`config.mk`:
```
export PLATFORM = sky130hd
export DESIGN_NAME = ring_neighbor_exclusion_arbiter
export DESIGN_NICKNAME = d
export VERILOG_FILES = /design/src/design/rnea_pkg.sv /design/src/design/ring_neighbor_exclusion_arbiter.sv /design/src/design/rnea_cell.sv
export VERILOG_INCLUDE_DIRS = /design/src /design/src/design
export SDC_FILE = /design/constraint.sdc
export NUM_CORES = 1
export LEC_CHECK = 0
export ABC_AREA = 1
export ABC_CLOCK_PERIOD_IN_PS = 4000
export BUFFER_PORTS_ARGS = -buffer_cell sky130_fd_sc_hd__clkbuf_2
export CORE_MARGIN = 3
export CORE_UTILIZATION = 60
export CTS_CLUSTER_DIAMETER = 30
export DETAILED_ROUTE_END_ITERATION = 16
export PLACE_DENSITY = 0.88
export REMOVE_ABC_BUFFERS = 1
export SKIP_LAST_GASP = 1
export SYNTH_ARGS = -nofsm -noshare
export SYNTH_HDL_FRONTEND = slang
export SYNTH_SLANG_ARGS = --single-unit
export TNS_END_PERCENT = 5
```
`constraint.sdc`:
```
create_clock -name clk -period 4 [get_ports clk]
set_clock_uncertainty 0.15 [all_clocks]
set_input_delay 0.4 -clock clk [delete_from_list [all_inputs] [get_ports clk]]
set_output_delay 0.4 -clock clk [all_outputs]
set_load 0.02 [all_outputs]
```
`src/design/ring_neighbor_exclusion_arbiter_macros.svh`:
```
// Assertion macros for the ring neighbor-exclusion arbiter.
// Included by the top level; no other dependencies.
`ifndef RING_NEIGHBOR_EXCLUSION_ARBITER_MACROS_SVH
`define RING_NEIGHBOR_EXCLUSION_ARBITER_MACROS_SVH

// Same-cycle implication, disabled during reset.
`define RNEA_ASSERT_NOW(label, clk, rst_n, ante, cons, msg) \
	label: assert property (@(posedge clk) disable iff (!(rst_n)) (ante) |-> (cons)) \
		else $error(msg);

// Next-cycle implication, disabled during reset.
`define RNEA_ASSERT_NEXT(label, clk, rst_n, ante, cons, msg) \
	label: assert property (@(posedge clk) disable iff (!(rst_n)) (ante) |=> (cons)) \
		else $error(msg);

`endif

```
`src/design/rnea_pkg.sv`:
```
// Shared types and codes for the ring neighbor-exclusion arbiter.
// Used by rnea_cell and ring_neighbor_exclusion_arbiter; no dependencies.
`default_nettype none

package rnea_pkg;

	typedef logic [1:0] seat_st_t;

	localparam seat_st_t SEAT_THINKING = 2'd0;
	localparam seat_st_t SEAT_HUNGRY   = 2'd1;
	localparam seat_st_t SEAT_EATING   = 2'd2;

	localparam logic FUNC_REQ = 1'b0;
	localparam logic FUNC_REL = 1'b1;

	localparam logic REG_SEAT_COUNT = 1'b0;

	localparam logic [4:0] SEAT_COUNT_RST = 5'd5;

	typedef struct packed {
		logic req;
		logic rel;
		logic chk;
	} cell_ctl_t;

endpackage

`default_nettype wire

```
`src/design/ring_neighbor_exclusion_arbiter.sv`:
```
// Request: the grant beat appears the cycle after start.
// Release: release plus left check, then right check; up to two grant beats
// follow on consecutive cycles; when there are two, busy stays high through the first one.
// The row of seat cells and the single right-check step make up this sequence.
// Reset: all seats thinking, seat_count = 5, no beat pending. Results cannot be stalled.
`default_nettype none

module ring_neighbor_exclusion_arbiter #(
	parameter int MAX_SEATS = 16
) (
	input  wire         clk,
	input  wire         arst_n,
	input  wire         psel,
	input  wire         penable,
	input  wire         pwrite,
	input  wire  [2:0]  paddr,
	input  wire  [31:0] pwdata,
	output logic [31:0] prdata,
	output logic        pready,
	input  wire         start,
	output logic        busy,
	input  wire         func,
	input  wire  [3:0]  seat,
	output logic        grant_valid,
	output logic [3:0]  granted_seat,
	output logic        last_of_run
);
	import rnea_pkg::*;

	`include "ring_neighbor_exclusion_arbiter_macros.svh"

	localparam int SW = $clog2(MAX_SEATS);
	localparam int NW = $clog2(MAX_SEATS + 1);

	localparam logic [1:0] ST_IDLE  = 2'd0;
	localparam logic [1:0] ST_RIGHT = 2'd1;
	localparam logic [1:0] ST_EMIT  = 2'd2;

	logic [4:0]          seat_count_q;
	logic [NW-1:0]       ring_n;
	logic [SW-1:0]       last_idx;
	logic [1:0]          state_q;
	logic [1:0]          state_d;
	logic                pend_left_q;
	logic                pend_left_d;
	logic [SW-1:0]       left_q;
	logic [SW-1:0]       right_q;
	logic                out_v_q;
	logic                out_v_d;
	logic [3:0]          out_seat_q;
	logic [3:0]          out_seat_d;
	logic                out_last_q;
	logic                out_last_d;

	logic                go;
	logic                in_range;
	logic                go_ok;
	logic [SW-1:0]       seat_idx;
	logic [SW-1:0]       left_idx;
	logic [SW-1:0]       right_idx;
	seat_st_t            st_sel;
	logic                req_ok;
	logic                rel_ok;
	logic                any_grant;
	logic                cfg_wr;

	seat_st_t            cell_st [MAX_SEATS];
	cell_ctl_t           ctl [MAX_SEATS];
	logic [MAX_SEATS-1:0] eating;
	logic [MAX_SEATS-1:0] eat_vis;
	logic [MAX_SEATS-1:0] left_eat;
	logic [MAX_SEATS-1:0] right_eat;
	logic [MAX_SEATS-1:0] grant_vec;

	// configuration port
	assign pready = 1'b1;
	assign cfg_wr = psel && penable && pwrite;
	assign prdata = (paddr[2] == REG_SEAT_COUNT) ? 32'(seat_count_q) : 32'd0;

	always_comb begin
		if (seat_count_q < 5'd2) begin
			ring_n = NW'(2);
		end else if (int'(seat_count_q) > MAX_SEATS) begin
			ring_n = NW'(MAX_SEATS);
		end else begin
			ring_n = NW'(seat_count_q);
		end
	end

	assign last_idx = SW'(int'(ring_n) - 1);

	// command decode
	assign busy     = (state_q != ST_IDLE);
	assign go       = start && !busy;
	assign in_range = int'(seat) < int'(ring_n);
	assign go_ok    = go && in_range;
	assign seat_idx = SW'(seat);
	assign st_sel   = cell_st[seat_idx];
	assign req_ok   = go_ok && (func == FUNC_REQ);
	assign rel_ok   = go_ok && (func == FUNC_REL) && (st_sel == SEAT_EATING);
	assign left_idx = (seat_idx == '0) ? last_idx : SW'(int'(seat_idx) - 1);
	assign right_idx = (int'(seat) + 1 >= int'(ring_n)) ? '0 : SW'(int'(seat_idx) + 1);
	assign any_grant = |grant_vec;

	// row of seat cells
	for (genvar i = 0; i < MAX_SEATS; i++) begin : g_seat
		assign ctl[i].req = req_ok && (seat_idx == SW'(i));
		assign ctl[i].rel = rel_ok && (seat_idx == SW'(i));
		assign ctl[i].chk = (rel_ok && (left_idx == SW'(i))) ||
			((state_q == ST_RIGHT) && (right_q == SW'(i)));
		assign eat_vis[i] = eating[i] && !ctl[i].rel;

		if (i == 0) begin : g_left_wrap
			assign left_eat[i] = eat_vis[last_idx];
		end else begin : g_left
			assign left_eat[i] = eat_vis[i-1];
		end

		if (i == MAX_SEATS - 1) begin : g_right_wrap
			assign right_eat[i] = eat_vis[0];
		end else begin : g_right
			assign right_eat[i] = (i + 1 >= int'(ring_n)) ? eat_vis[0] : eat_vis[i+1];
		end

		rnea_cell u_cell (
			.clk       (clk),
			.arst_n    (arst_n),
			.ctl       (ctl[i]),
			.left_eat  (left_eat[i]),
			.right_eat (right_eat[i]),
			.st        (cell_st[i]),
			.eating    (eating[i]),
			.grant     (grant_vec[i])
		);
	end

	// sequencer and result beats
	always_comb begin
		state_d     = state_q;
		pend_left_d = pend_left_q;
		out_v_d     = 1'b0;
		out_seat_d  = out_seat_q;
		out_last_d  = out_last_q;
		case (state_q)
			ST_IDLE: begin
				if (req_ok && any_grant) begin
					out_v_d    = 1'b1;
					out_seat_d = seat;
					out_last_d = 1'b1;
				end
				if (rel_ok) begin
					pend_left_d = any_grant;
					state_d     = ST_RIGHT;
				end
			end
			ST_RIGHT: begin
				state_d = ST_IDLE;
				if (pend_left_q) begin
					out_v_d    = 1'b1;
					out_seat_d = 4'(left_q);
					out_last_d = !any_grant;
					if (any_grant) begin
						state_d = ST_EMIT;
					end
				end else if (any_grant) begin
					out_v_d    = 1'b1;
					out_seat_d = 4'(right_q);
					out_last_d = 1'b1;
				end
			end
			ST_EMIT: begin
				out_v_d    = 1'b1;
				out_seat_d = 4'(right_q);
				out_last_d = 1'b1;
				state_d    = ST_IDLE;
			end
			default: begin
				state_d = ST_IDLE;
			end
		endcase
	end

	always_ff @(posedge clk or negedge arst_n) begin
		if (!arst_n) begin
			seat_count_q <= SEAT_COUNT_RST;
			state_q      <= ST_IDLE;
			pend_left_q  <= 1'b0;
			out_v_q      <= 1'b0;
		end else begin
			if (cfg_wr && (paddr[2] == REG_SEAT_COUNT)) begin
				seat_count_q <= pwdata[4:0];
			end
			state_q     <= state_d;
			pend_left_q <= pend_left_d;
			out_v_q     <= out_v_d;
		end
	end

	always_ff @(posedge clk) begin
		out_seat_q <= out_seat_d;
		out_last_q <= out_last_d;
		if (go) begin
			left_q  <= left_idx;
			right_q <= right_idx;
		end
	end

	assign grant_valid  = out_v_q;
	assign granted_seat = out_seat_q;
	assign last_of_run  = out_last_q;

	`RNEA_ASSERT_NOW(a_one_grant, clk, arst_n, 1'b1, $onehot0(grant_vec), "more than one seat granted in a cycle")
	`RNEA_ASSERT_NOW(a_emit_beat, clk, arst_n, state_q == ST_EMIT, grant_valid && !last_of_run, "second grant not preceded by first beat")
	`RNEA_ASSERT_NEXT(a_run_ends, clk, arst_n, grant_valid && !last_of_run, grant_valid && last_of_run, "run of grants not closed")

endmodule

`default_nettype wire

```
`src/design/rnea_cell.sv`:
```
// One seat of the ring: holds the seat state and trades eating flags with neighbors.
// Depends on rnea_pkg.
`default_nettype none

module rnea_cell (
	input  wire                  clk,
	input  wire                  arst_n,
	input  rnea_pkg::cell_ctl_t  ctl,
	input  wire                  left_eat,
	input  wire                  right_eat,
	output rnea_pkg::seat_st_t   st,
	output logic                 eating,
	output logic                 grant
);
	import rnea_pkg::*;

	seat_st_t st_q;
	seat_st_t st_d;
	logic     may_eat;

	assign may_eat = !left_eat && !right_eat;

	always_comb begin
		st_d  = st_q;
		grant = 1'b0;
		case (st_q)
			SEAT_THINKING: begin
				if (ctl.req) begin
					if (may_eat) begin
						st_d  = SEAT_EATING;
						grant = 1'b1;
					end else begin
						st_d = SEAT_HUNGRY;
					end
				end
			end
			SEAT_HUNGRY: begin
				if (ctl.chk && may_eat) begin
					st_d  = SEAT_EATING;
					grant = 1'b1;
				end
			end
			SEAT_EATING: begin
				if (ctl.rel) begin
					st_d = SEAT_THINKING;
				end
			end
			default: begin
				st_d = st_q;
			end
		endcase
	end

	always_ff @(posedge clk or negedge arst_n) begin
		if (!arst_n) begin
			st_q <= SEAT_THINKING;
		end else begin
			st_q <= st_d;
		end
	end

	assign st     = st_q;
	assign eating = (st_q == SEAT_EATING);

endmodule

`default_nettype wire

```
==> results.yml <==
timing:
  post-route-min-period_ns: 3.81
  final_hold_viol_count: 0
  setup_viol_count_final: 0
  tightestPinTransition_ns: 1.04
  setup_ws_ns: 0.194
  fin_crit_sh_pct: 95.1
  fmax_mhz: 263
  slew_headroom_pct: 30.9
  maxSlewViolCount: 0
detailed_routing:
  detail_route.wl_per_cell_um: 15.3
  drc: 0
  routed_via_density: 5.59
  num_vias: 6521
  ant_nets: 0
  dr.pass1.iters: 8
  drt_iter0_markers: 552
  wl_mm: 17.9
setup_path:
  r2r.worst_path.cells: 23
  path_max_fanout: 5
  critPathKind: "flop to flop"
  cp.required_ns: 3.92
  rrSetupSlack_ns: 0.19
  end_kind: "flop"
  arrival_ns: 3.73
  r2r-start: "seat_count_q[2]$_DFFE_PN1P_"
  cp-start-kind: "flop"
  r2r-end: "granted_seat[3]$_DFFE_PP_"
placed_design:
  routabilityCongestion: 1.05
  pre_cts_ws_ns: 0.185
  port-buffer-count: 28
  post_dp_cell_area_um2: 6860
  hpwl_mm: 14.4
  dpl.cell_count: 1159
final_layout:
  final_cell_count_no_fill: 1167
  drive_gt1_share_pct: 12.8
  diodes: 0
  fin_nets: 1162
  post-route-cell-area_um2: 6980
  layout.core_utilization_pct: 67.3
  area_growth_pct: 8.56
worst_hold_path:
  min_path_type: "input port to asynchronous set/reset pin"
logic_synthesis:
  async_flop_share_pct: 75.9
  synth_area_per_cell_um2: 6.66
  netlist_top_cells_count: "nand2_1 (227), inv_1 (158), nand3_1 (106)"
  yosysTopAreaCell: "ha_1"
  synth_ff_type: "dfrtp_1"
  ys_seq_area_share_pct: 22.1
  synth-edff-count: 13
  synth_top_area_share_pct: 16.7
  synth.most_common_cell: "nand2_1"
  ys_types: 49
  syn_inst: 965
  ys_warn_count: 0
  ys_ff_latch: 54
  synth.area.top_cells: "ha_1 (17%), dfrtp_1 (15%), nand2_1 (13%)"
  syn_area_um2: 6430
clock_tree:
  cts_buffer_depth: 2
  cts_buffers: 5
  clk_pin_slew_ns: 0.10
  cts.sinks: 54
  worst_skew_pair.late_latency_ns: 0.35
  cts_tree: "done"
  clockRootBuffer: "clkbuf_8"
  htree_levels: 2
  cts_setup_buffers: 0
pwr:
  power_frac_seq_pct: 25.4
  leakage_nw: 3.86
  p_total_mw: 3.81
  p_int_mw: 1.83
  p_switching_mw: 1.98
  swShare_pct: 51.9
  combinationalPowerShare_pct: 65.8
  p_clk_share_pct: 8.8
  p_per_area_nw_per_um2: 546
  vdd_ir_drop_max_v: 0.000312
grt:
  grt_pass1_vias: 6135
  antenna_found_initial: 0
  grt_util_all_layers_pct: 30.8
  gr-total-overflow: 0
  grt_max_degree: 42
  grt_pass1_wl_mm: 28.7
die:
  core_um2: 10400
  dieArea_um2: 12000
  fp.dieW_um: 110
  num_rows: 37
  ioPinCount: 86
  start_util_pct: 62.0
  die_height_um: 110
status:
  status: "finished, final reports clean"
flow_run:
  maxCapViolations: 0
## worst max-delay path, stage by stage, from the launching register on
cell	delay [ns]
dfstp_2	0.61
nand2_1	0.10
ha_1	0.32
nand2_1	0.08
inv_1	0.04
o21ai_1	0.16
nand2_1	0.08
nor2_2	0.13
nand3_2	0.11
nor2_4	0.15
buf_4	0.16
nand3_2	0.09
nand2_1	0.15
nand2_1	0.13
a21oi_2	0.22
nand2_1	0.07
nand2_1	0.09
nor2_1	0.08
nand3_1	0.11
nor2_1	0.06
nand4_1	0.13
o21bai_1	0.08
nor2_1	0.09
buf_4	0.15
## timing repair
action | in CTS | in global routing
setup endpoints to repair | 0 | 8
hold buffers | 0 | 0
gates resized for setup | 0 | 10
## metal layers
layer / track usage, % / share of wire (%) / up-vias
met5: 0 / 0 / -
met4: 16.4 / 4.5 / 0
met3: 5.75 / 10 / 61
met2: 49.4 / 45 / 358
met1: 39.3 / 41 / 2920
li1: - / - / 3182
## cells by family (layout without fill, tap and decap cells)
logic type / count (synthesis) / in the layout / synth area share, %
DFF: 54 / 54 / 22.1
adders and majority gates: 86 / 86 / 16.7
xor gates and xnor gates: 5 / 5 / 0.681
and+or+nand+nor: 467 / 467 / 32.4
buffers and inverters: 209 / 249 / 15.1
other: 2 / 28 / 0.117
AOI/OAI and AO/OA: 142 / 142 / 12.9
## metrics by stage
stage	TNS (ns)	hold WS, ns
after CTS	0	0.105
after global routing	-0.00564	0.113
after floorplan	0	-0.0456
after global placement	0	0.387
final	0	0.0494
after detailed placement	0	0.386
## power groups by stage
stage | clock, mW | sequential (mW) | combinational [mW]
5_1_grt | 0.366 | 0.994 | 2.85
6_report | 0.335 | 0.967 | 2.51
3_5_place_dp | 0 | 0.977 | 2.45
2_1_floorplan | 0 | 0.975 | 1.74
3_3_place_gp | 0 | 0.964 | 2.37
4_1_cts | 0.341 | 0.965 | 2.46
## flip-flops by register name, indices dropped and copies added, names as in the netlist
name	cells
seat_count_q	5
g_seat.u_cell.st	32
pend_left_q	1
granted_seat	4
state_q	2
last_of_run	1
grant_valid	1
right_q	4
left_q	4
## cell type report
class                           count  area [um^2]
Multi-Input combinational cell    728         4160
Fill cell                         934         3390
Sequential cell                    54         1420
Inverter                          165          622
Timing Repair Buffer               76          513
Tap cell                          136          170
Clock buffer                        5         68.8
Clock inverter                      3         25.0
## cells in the final DEF (no fill, tap or decap), drive strengths merged, types with 4 or more instances in the layout
| master | Yosys | final |
|---|---|---|
| a21oi | 45 | 45 |
| a22oi | 4 | 4 |
| clkbuf | 1 | 33 |
| a211oi | 5 | 5 |
| o21ai | 67 | 67 |
| nor3 | 6 | 6 |
| conb | 2 | 28 |
| nand3 | 110 | 110 |
| inv | 163 | 164 |
| buf | 43 | 48 |
| a221oi | 8 | 8 |
| dfrtp | 39 | 39 |
| edfxtp | 13 | 13 |
| ha | 86 | 86 |
| nor2 | 97 | 97 |
| nand4 | 13 | 13 |
| nand2 | 232 | 232 |
## worst max path at each step
stage	start	end	slack, ns
4_1_cts	seat_count_q[4]$_DFFE_PN0P_	granted_seat[3]$_DFFE_PP_	0.12
2_1_floorplan	seat_count_q[0]$_DFFE_PN1P_	granted_seat[0]$_DFFE_PP_	0.11
6_report	seat_count_q[2]$_DFFE_PN1P_	granted_seat[3]$_DFFE_PP_	0.19
3_3_place_gp	seat_count_q[2]$_DFFE_PN1P_	granted_seat[2]$_DFFE_PP_	0.23
5_1_grt	seat_count_q[4]$_DFFE_PN0P_	granted_seat[3]$_DFFE_PP_	-0.001
3_5_place_dp	seat_count_q[4]$_DFFE_PN0P_	granted_seat[3]$_DFFE_PP_	0.19
(Power assumes the default switching activity.)
